`src/design/assert_macros.svh`:
```
// Assertion helpers; both expect signals named clock and reset in scope.
`ifndef ASSERT_MACROS_SVH
`define ASSERT_MACROS_SVH

// Condition that holds at every clock edge outside reset.
`define PDES_ASSERT_NOW(lbl, cond) \
   lbl: assert property (@(posedge clock) disable iff (reset) (cond)) \
      else $error("assertion failed");

// Consequence that must hold in the cycle after the antecedent.
`define PDES_ASSERT_NEXT(lbl, ante, cons) \
   lbl: assert property (@(posedge clock) disable iff (reset) (ante) |=> (cons)) \
      else $error("assertion failed");

`endif

```
`src/design/pdes_pkg.sv`:
```
`default_nettype none
package pdes_pkg;

   localparam int CSR_AW    = 5;
   localparam int SQ_STAGES = 16;

   localparam logic [2:0] REG_STEP_TIME   = 3'd0;
   localparam logic [2:0] REG_GRAVITY_Y   = 3'd1;
   localparam logic [2:0] REG_VIEW_AXIS_X = 3'd2;
   localparam logic [2:0] REG_VIEW_AXIS_Y = 3'd3;
   localparam logic [2:0] REG_VIEW_AXIS_Z = 3'd4;

   localparam logic signed [63:0] SAT_MAX = 64'sd2147483647;
   localparam logic signed [63:0] SAT_MIN = -64'sd2147483648;

   typedef struct packed {
      logic signed [31:0] position_x;
      logic signed [31:0] position_y;
      logic signed [31:0] position_z;
      logic signed [31:0] velocity_x;
      logic signed [31:0] velocity_y;
      logic signed [31:0] velocity_z;
      logic [23:0]        drag_factor;
      logic signed [31:0] life_left;
      logic [23:0]        fade_rate;
      logic               alive;
      logic [3:0]         frame_index;
      logic               advance_frame;
   } req_type;

   typedef struct packed {
      logic signed [31:0] new_position_x;
      logic signed [31:0] new_position_y;
      logic signed [31:0] new_position_z;
      logic signed [31:0] new_velocity_x;
      logic signed [31:0] new_velocity_y;
      logic signed [31:0] new_velocity_z;
      logic signed [31:0] new_life;
      logic               still_alive;
      logic [3:0]         new_frame_index;
      logic signed [31:0] view_depth;
   } rsp_type;

   typedef struct packed {
      logic [16:0]        step_time;
      logic signed [31:0] gravity_y;
      logic signed [17:0] view_axis_x;
      logic signed [17:0] view_axis_y;
      logic signed [17:0] view_axis_z;
   } cfg_type;

   typedef struct packed {
      req_type          rec;
      logic [2:0][31:0] mag;
   } work_type;

   localparam cfg_type CFG_RESET = '{
      step_time:   17'd0,
      gravity_y:   -32'sd13107,
      view_axis_x: 18'sd0,
      view_axis_y: 18'sd0,
      view_axis_z: 18'sd65536
   };

   function automatic logic signed [31:0] sat32(input logic signed [63:0] x);
      if (x > SAT_MAX) begin
         sat32 = 32'sh7fffffff;
      end else if (x < SAT_MIN) begin
         sat32 = 32'sh80000000;
      end else begin
         sat32 = x[31:0];
      end
   endfunction

endpackage
`default_nettype wire

```
`src/design/pdes_csr.sv`:
```
`default_nettype none
module pdes_csr (
   input  wire logic                         clock,
   input  wire logic                         reset,
   input  wire logic                         psel,
   input  wire logic                         penable,
   input  wire logic                         pwrite,
   input  wire logic [pdes_pkg::CSR_AW-1:0]  paddr,
   input  wire logic [31:0]                  pwdata,
   output logic [31:0]                       prdata,
   output logic                              pready,
   output pdes_pkg::cfg_type                 cfg
);
   import pdes_pkg::*;

   cfg_type    cfg_ff;
   logic [2:0] idx;
   logic       wr;

   assign idx    = paddr[CSR_AW-1:2];
   assign wr     = psel && penable && pwrite;
   assign pready = 1'b1;
   assign cfg    = cfg_ff;

   always_ff @(posedge clock) begin
      if (reset) begin
         cfg_ff <= CFG_RESET;
      end else if (wr) begin
         case (idx)
            REG_STEP_TIME:   cfg_ff.step_time   <= pwdata[16:0];
            REG_GRAVITY_Y:   cfg_ff.gravity_y   <= pwdata;
            REG_VIEW_AXIS_X: cfg_ff.view_axis_x <= pwdata[17:0];
            REG_VIEW_AXIS_Y: cfg_ff.view_axis_y <= pwdata[17:0];
            REG_VIEW_AXIS_Z: cfg_ff.view_axis_z <= pwdata[17:0];
            default: ;
         endcase
      end
   end

   always_comb begin
      case (idx)
         REG_STEP_TIME:   prdata = {15'd0, cfg_ff.step_time};
         REG_GRAVITY_Y:   prdata = cfg_ff.gravity_y;
         REG_VIEW_AXIS_X: prdata = {14'd0, cfg_ff.view_axis_x};
         REG_VIEW_AXIS_Y: prdata = {14'd0, cfg_ff.view_axis_y};
         REG_VIEW_AXIS_Z: prdata = {14'd0, cfg_ff.view_axis_z};
         default:         prdata = 32'd0;
      endcase
   end
endmodule
`default_nettype wire

```
`config.mk`:
```
export PLATFORM = sky130hd
export DESIGN_NAME = pdes_csr
export DESIGN_NICKNAME = d
export VERILOG_FILES = /design/src/design/assert_macros.svh /design/src/design/pdes_pkg.sv /design/src/design/pdes_csr.sv
export SDC_FILE = /design/constraint.sdc
export NUM_CORES = 1
export LEC_CHECK = 0
export ABC_AREA = 1
export BUFFER_PORTS_ARGS = -buffer_cell sky130_fd_sc_hd__buf_2
export CORE_ASPECT_RATIO = 1.25
export CORE_MARGIN = 2
export CORE_UTILIZATION = 50
export CTS_CLUSTER_DIAMETER = 150
export DETAILED_ROUTE_END_ITERATION = 10
export PLACE_DENSITY = 0.9
export SLEW_MARGIN = 25
export SYNTH_ARGS = -nofsm -noshare
export SYNTH_HDL_FRONTEND = slang
export SYNTH_SLANG_ARGS = --single-unit
export TNS_END_PERCENT = 100
```
`constraint.sdc`:
```
create_clock -name clock -period 1.2 [get_ports clock]
set_input_delay 0.06 -clock clock [delete_from_list [all_inputs] [get_ports clock]]
set_output_delay 0.06 -clock clock [all_outputs]
set_load 0.05 [all_outputs]
```
== Word level (Yosys, flattened, before mapping) ==
Index checks and enable logic that the tools add are counted.

* Register bits after elaboration: 103
* Output and inout port bits: 136

* Reductions and logical operators: 8
* Eq/ne operators: 4
* Mux-type cells: 1

{| class="wikitable"
|+ Operators with widths
! operator !! count
|-
| $pmux W32 S5 || 1
|-
| $reduce_and A2 Y1 || 5
|-
| $eq A3 B2 Y1 const B || 2
|-
| $eq A3 B1 Y1 const B || 1
|-
| $eq A3 B3 Y1 const B || 1
|-
| $logic_not A3 Y1 || 1
|-
| $logic_and A1 B1 Y1 || 2
|}

== Longest topological paths before layout ==
Gate-level depths: netlist of run 1.

* Depth in word-level cells: 3
* Mapped depth: 9

== Worst setup path before layout of run 1 ==
Ideal clock, no wire load.

* Kind: register to output
* Start: register cfg_ff (netlist bit cfg[72])
* End: output prdata[18]
* Setup slack: -239 ps
* Path buffers: 0
* Arrival: 1379 ps
* Cell stages (with the launch flop): 3
* Cell sequence: dfxtp_1 inv_1 nor2_1

* Cells in the longest elaborated chain, start to end: 1

{| class="wikitable"
|+ Ends and longest elaborated chain
! item !! RTL line !! text
|-
| start, declared || pdes_csr.sv:16 || <nowiki>cfg_type cfg_ff;</nowiki>
|-
| $pmux W32 S5 || pdes_csr.sv:41 || <nowiki>case (idx)</nowiki>
|-
| end, declared || pdes_csr.sv:10 || <nowiki>output logic [31:0] prdata,</nowiki>
|}

Every way passes these cells.

== Final worst setup path of run 1 ==
* Start: register cfg_ff (netlist bit cfg[70])
* End: output prdata[16]

Same word-level chain as after synthesis.

==> impl_metrics.env, run 1 <==
export IMPL_globalplace_congestion=1.009
export IMPL_setup_viol=20
export IMPL_yosys_warnings=0
export IMPL_hold_end="cfg[57]"
export IMPL_initial_core_util_pct=51.73
export IMPL_hp_start="pwdata[3]"
export IMPL_utilization_pct=79.42
export IMPL_r2r_start="cfg[39]"
export IMPL_crit_reg2reg_capture="cfg[39]"
export IMPL_setup_ws_ns=-0.1180
export IMPL_drive_gt1_share_pct=41.79
export IMPL_via_per_inst=5.810
export IMPL_clock_skew_ns=0
export IMPL_grt_pass1_vias=6183
export IMPL_p_total_mw=7.818
export IMPL_ys_seq_area_share_pct=41.06
export IMPL_required_ns=1.14
export IMPL_cts_num_sinks=103
export IMPL_synth_cell_area_um2=5022
export IMPL_htreeDepth=3
export IMPL_antenna_found_initial=2
export IMPL_avgRoutedWirePerCell_um=19.14
export IMPL_clkPwrFrac_pct=37.6
export IMPL_powerDensity_nw_per_um2=1014
export IMPL_p_seq_share_pct=44.8
export IMPL_synth_edf_count=0
export IMPL_root_buffer="clkbuf_16"
export IMPL_min_path_cells=3
export IMPL_internal_power_mw=5.624
export IMPL_grt_overflow_total=0
export IMPL_timing_final_crit_share_pct=109.8
export IMPL_routed_wirelength_um=22370
export IMPL_place_area_um2=6543
export IMPL_combPwrFrac_pct=17.6
export IMPL_min_path_type="in -> reg"
export IMPL_design_die_area_um2=10870
export IMPL_rrSetupSlack_ns=0.33
export IMPL_row_count=40
export IMPL_die_y_um=116.1
export IMPL_synthTopCellsByCount="nand2_1, nor2_1, nand3_1"
export IMPL_clockBufferDepth=2
export IMPL_yosys_area_top_type="dfxtp_1"
export IMPL_syn_to_final_growth_pct=53.54
export IMPL_violations="negative setup slack"
export IMPL_track_usage_pct=39.51
export IMPL_path_clk_slew_ns=0.06
export IMPL_dp_hpwl_um=13290
export IMPL_vias=6792
export IMPL_numPortBuffers=174
export IMPL_outcome="complete, but fails checks"
export IMPL_rsz0062_at_grt="true"
export IMPL_first_pass_iters=6
export IMPL_fin_area_um2=7711
export IMPL_pre_cts_ws_ns=-0.2432
export IMPL_ys_ff_latch=103
export IMPL_grt_pass1_wl_um=32920
export IMPL_arrival_ns=1.26
export IMPL_end_kind="output port"
export IMPL_synth_distinct_cells=19
export IMPL_synth_ff_type="dfxtp_1"
export IMPL_synth_top_area_share_pct=41.06
export IMPL_drv_slew=0
export IMPL_grt_max_degree=59
export IMPL_cap_viol_max_count=0
export IMPL_switchingPower_mw=2.194
export IMPL_io_pins=178
export IMPL_clk_insertion_delay_late_ns=0.35
export IMPL_min_period_ns=1.318
export IMPL_hold_viol=0
export IMPL_yosysMostFrequentCell="nand2_1"
export IMPL_clock_fmax_mhz=758.7
export IMPL_swShare_pct=28.07
export IMPL_async_flop_share_pct=0
export IMPL_crit_type="reg -> out"
export IMPL_avgSynthCellArea_um2=6.357
export IMPL_detail_route_antenna_nets=0
export IMPL_drc=0
export IMPL_cp_start_kind="register"
export IMPL_irDropWorstVdd_uv=664.3
export IMPL_drt_iter0_drc=891
export IMPL_netlist_top_cells_area="dfxtp_1, nand2_1, nor2_1"
export IMPL_cp_max_fo=3
export IMPL_leakage_nw=4.037
export IMPL_cts_tree="yes"
export IMPL_numCtsBuffers=9
export IMPL_die_w_um=93.64
export IMPL_syn_nets=832
export IMPL_largest_reg_flops=103
export IMPL_num_nets_final=1081
export IMPL_worstRegToRegCells=4
export IMPL_synthCells=790
export IMPL_coreArea_um2=9709
## timing repair
item                                    in CTS  in global routing
buffers inserted                            30                  9
hold endpoints to repair                    24                  0
hold buffers                                23                  0
gates cloned                                 1                  0
endpoints found under the setup margin      32                 25
pin swaps                                   56                 50
resized for setup                           69                 50
## layout make-up
class / instances / area, um^2
Antenna cell: 2 / 5.005
Clock buffer: 12 / 256.5
Clock inverter: 1 / 30.03
Fill cell: 594 / 1998
Inverter: 56 / 212.7
Multi-Input combinational cell: 581 / 2706
Sequential cell: 103 / 2168
Tap cell: 126 / 157.7
Timing Repair Buffer: 288 / 2175
## metrics by stage
stage,instances,hold WS [ns],TNS [ns]
3_3_place_gp,1092,0.2691,-6.719
5_1_grt,1169,0.01732,-1.854
2_1_floorplan,790,0.1861,-0.08751
3_5_place_dp,1092,0.2792,-9.703
6_report,1169,0.01440,-1.236
4_1_cts,1159,0.007679,-0.7439
## metal layers
layer  up-vias  part of all wire (%)  GRT usage [%]
met2       620                    45          64.27
met4         0                   8.5          25.70
li1       2956                     -              -
met3       178                    13          10.08
met1      3038                    34          46.20
met5         -                     0              0
## cells in the final DEF (no fill, tap or decap), drive strengths merged
cell type and instances:
dfxtp 103, nand2 235, buf 261, dlygate4sd3 23
conb 1, bufinv 1, nand4 26, clkbuf 16
nor2 203, inv 55, clkinv 1, diode 2
nand3 115, o21ai 1
## cell families after synthesis
logic type	share of synthesized area, %
AOI/OAI and AO/OA	0.09956
buffers and inverters	9.691
DFF	41.06
other	0.07467
and+or+nand+nor	49.08
## worst max-delay path: stages (launching register included)
cell,delay (ns)
dfxtp_2,0.36
inv_2,0.04
nor2_1,0.15
nor2_1,0.10
nand2_1,0.08
buf_6,0.16
## power by group through the flow
| stage | registers (mW) | logic [mW] | clock network, mW |
|---|---|---|---|
| floorplan | 3.73 | 0.579 | 0 |
| global placement | 3.58 | 1.11 | 0 |
| detailed placement | 3.58 | 1.12 | 0 |
| CTS | 3.50 | 1.29 | 2.92 |
| global route | 3.50 | 1.43 | 3.10 |
| finish | 3.50 | 1.38 | 2.94 |
## worst max path at each step
stage,startpoint,endpoint,slack [ns],depth (start not counted)
floorplan,cfg[72],prdata[18],-0.04,2
global placement,paddr[4],prdata[5],-0.24,7
detailed placement,paddr[4],prdata[5],-0.24,7
CTS,cfg[65],prdata[11],-0.11,5
global route,cfg[36],prdata[0],-0.16,5
finish,cfg[70],prdata[16],-0.12,5
No activity file was read; power rests on OpenSTA's default activity.
==> inputs of run 2 (changes only) <==
--- a/config.mk
+++ b/config.mk
@@ -5,14 +5,14 @@
 export SDC_FILE = /design/constraint.sdc
 export NUM_CORES = 1
 export LEC_CHECK = 0
-export ABC_AREA = 1
+export ABC_AREA = 0
 export BUFFER_PORTS_ARGS = -buffer_cell sky130_fd_sc_hd__buf_2
 export CORE_ASPECT_RATIO = 1.25
 export CORE_MARGIN = 2
 export CORE_UTILIZATION = 50
 export CTS_CLUSTER_DIAMETER = 150
 export DETAILED_ROUTE_END_ITERATION = 10
-export PLACE_DENSITY = 0.9
+export PLACE_DENSITY = 0.91
 export SLEW_MARGIN = 25
 export SYNTH_ARGS = -nofsm -noshare
 export SYNTH_HDL_FRONTEND = slang
==> run 2 against run 1 <==
Count of clock-buffer cells in the layout fell by 2. Largest power group unchanged. Wire length is 17% lower. Register-to-register slack got worse by 0.19 ns. Maximum frequency shrank 16%. Via count down 25%. Clock skew unchanged. The flow finishes with violations (negative hold slack, negative setup slack).
==> impl_metrics.env, run 2 <==
export IMPL_outcome="complete, but fails checks"
export IMPL_violations="negative hold slack, negative setup slack"
export IMPL_clock_fmax_mhz=633.9
export IMPL_synth_ff_type="dfxtp_1"
export IMPL_yosys_area_top_type="dfxtp_1"
export IMPL_design_die_area_um2=10640
export IMPL_crit_type="reg -> out"
export IMPL_drv_slew=0
export IMPL_ys_ff_latch=103
export IMPL_place_area_um2=6670
export IMPL_internal_power_mw=5.526
export IMPL_root_buffer="clkbuf_16"
export IMPL_initial_core_util_pct=51.15
export IMPL_layout_commonest_cell="buf_2"
export IMPL_timing_final_crit_share_pct=131.5
export IMPL_grt_max_degree=47
export IMPL_numPortBuffers=174
export IMPL_r2r_start="cfg[53]"
export IMPL_hold_viol=1
export IMPL_clockBufferDepth=2
export IMPL_netlist_top_cells_area="dfxtp_1, mux2i_1, nand2b_1"
export IMPL_switchingPower_mw=1.977
export IMPL_cp_max_fo=3
export IMPL_syn_nets=560
export IMPL_avgRoutedWirePerCell_um=21.20
export IMPL_worstRegToRegCells=4
export IMPL_drt_iter0_drc=465
export IMPL_min_period_ns=1.578
export IMPL_synth_cell_area_um2=4915
export IMPL_hold_end="cfg[71]"
export IMPL_grt_pass1_vias=5073
export IMPL_htreeDepth=3
export IMPL_yosysMostFrequentCell="dfxtp_1"
export IMPL_synthCells=518
export IMPL_coreArea_um2=9609
export IMPL_combPwrFrac_pct=15.1
export IMPL_synth_top_area_share_pct=41.96
export IMPL_avgSynthCellArea_um2=9.488
export IMPL_largest_reg_flops=103
export IMPL_swShare_pct=26.35
export IMPL_numCtsBuffers=9
export IMPL_pre_cts_ws_ns=-0.2055
export IMPL_setup_ws_ns=-0.3776
export IMPL_end_kind="output port"
export IMPL_cts_num_sinks=103
export IMPL_clkPwrFrac_pct=38.7
export IMPL_die_w_um=92.68
export IMPL_grt_pass1_wl_um=26740
export IMPL_arrival_ns=1.52
export IMPL_holdWs_ns=-0.001593
export IMPL_yosys_warnings=0
export IMPL_async_flop_share_pct=0
export IMPL_rsz0062_at_grt="true"
export IMPL_dp_hpwl_um=11600
export IMPL_synth_distinct_cells=26
export IMPL_die_y_um=114.8
export IMPL_antennaDiodeCount=0
export IMPL_final_cell_mix="buf_2, dfxtp_2, mux2i_1, nand2b_1, buf_4"
export IMPL_ys_seq_area_share_pct=41.96
export IMPL_hp_start="pwdata[17]"
export IMPL_powerDensity_nw_per_um2=993.5
export IMPL_p_total_mw=7.503
export IMPL_min_path_cells=3
export IMPL_setup_viol=17
export IMPL_routed_wirelength_um=18600
export IMPL_detail_route_antenna_nets=0
export IMPL_globalplace_congestion=0.9168
export IMPL_synth_edf_count=0
export IMPL_vias=5119
export IMPL_cp_start_kind="register"
export IMPL_path_clk_slew_ns=0.07
export IMPL_antenna_found_initial=0
export IMPL_cts_tree="yes"
export IMPL_first_pass_iters=5
export IMPL_num_nets_final=790
export IMPL_irDropWorstVdd_uv=791.5
export IMPL_drive_gt1_share_pct=54.46
export IMPL_clk_insertion_delay_late_ns=0.34
export IMPL_clock_skew_ns=0
export IMPL_required_ns=1.14
export IMPL_crit_reg2reg_capture="cfg[53]"
export IMPL_cap_viol_max_count=0
export IMPL_rrSetupSlack_ns=0.14
export IMPL_row_count=40
export IMPL_p_seq_share_pct=46.2
export IMPL_io_pins=178
export IMPL_track_usage_pct=32.36
export IMPL_synthTopCellsByCount="dfxtp_1, mux2i_1, nand2b_1"
export IMPL_leakage_nw=3.454
export IMPL_drc=0
export IMPL_via_per_inst=5.837
export IMPL_syn_to_final_growth_pct=53.67
export IMPL_min_path_type="in -> reg"
export IMPL_fin_area_um2=7552
export IMPL_grt_overflow_total=0
-- run 2: cell types whose count changed after synthesis, sizes merged, moves of 26 or more --
cell / delta
nand3: -113
nand4: -26
nand2: -234
nor2: -149
nand2b: +80
a22oi: +35
inv: -55
o21ai: +35
mux2i: +86
-- run 2: worst max-delay path, stage by stage, from the launching register on --
cell     delay (ns)
dfxtp_2        0.33
mux2_2         0.27
a22oi_2        0.26
o22ai_4        0.13
buf_6          0.17
-- run 2: layer usage --
| layer | routed length, um | global-route usage (%) | vias up |
|---|---|---|---|
| met5 | 0 | 0 | - |
| met2 | 9246 | 54.89 | 344 |
| met3 | 1428 | 8.126 | 74 |
| met1 | 6955 | 37.03 | 2447 |
| met4 | 964 | 18.92 | 0 |
| li1 | - | - | 2254 |
-- run 2: layout make-up --
cell class	count	area, um^2
Clock buffer	10	239.0
Clock inverter	4	47.55
Fill cell	551	2057
Multi-Input combinational cell	369	2997
Sequential cell	103	2172
Tap cell	126	157.7
Timing Repair Buffer	265	1939
-- run 2: power by group through the flow --
stage / combinational (mW) / sequential [mW] / clock [mW]
global route: 1.18 / 3.47 / 3.04
floorplan: 0.566 / 3.63 / 0
finish: 1.14 / 3.47 / 2.90
detailed placement: 0.953 / 3.54 / 0
CTS: 1.06 / 3.46 / 2.89
global placement: 0.926 / 3.54 / 0
-- run 2: logic make-up after synthesis --
family / count (synthesis) / synth area share (%)
other: 1 / 0.07630
AND/OR/NAND/NOR: 176 / 20.21
buffers and inverters: 46 / 5.041
flip-flops: 103 / 41.96
AO/OA/AOI/OAI: 89 / 11.30
multiplexers: 103 / 21.41
-- run 2: how the worst max path moves through the flow --
stage	from	endpoint	slack [ns]
6_report	cfg[20]	prdata[2]	-0.38
5_1_grt	cfg[20]	prdata[2]	-0.40
4_1_cts	cfg[41]	prdata[5]	-0.29
3_5_place_dp	paddr[2]	prdata[16]	-0.21
3_3_place_gp	paddr[2]	prdata[7]	-0.16
2_1_floorplan	paddr[4]	prdata[20]	-0.07
-- run 2: timing repair --
item	in CTS	in global routing
gates resized for setup	69	29
endpoints found under the hold margin	19	0
setup endpoints to repair	22	34
setup buffers	5	6
pin swaps	22	15
hold buffers	19	0
-- run 2: metrics by stage --
step / TNS, ns / std cells / util [%]
6_report: -4.722 / 877 / 78.59
3_3_place_gp: -4.926 / 837 / 69.41
2_1_floorplan: -0.6672 / 518 / -
3_5_place_dp: -9.157 / 837 / 69.41
4_1_cts: -4.381 / 872 / 77.23
5_1_grt: -5.219 / 877 / 78.59
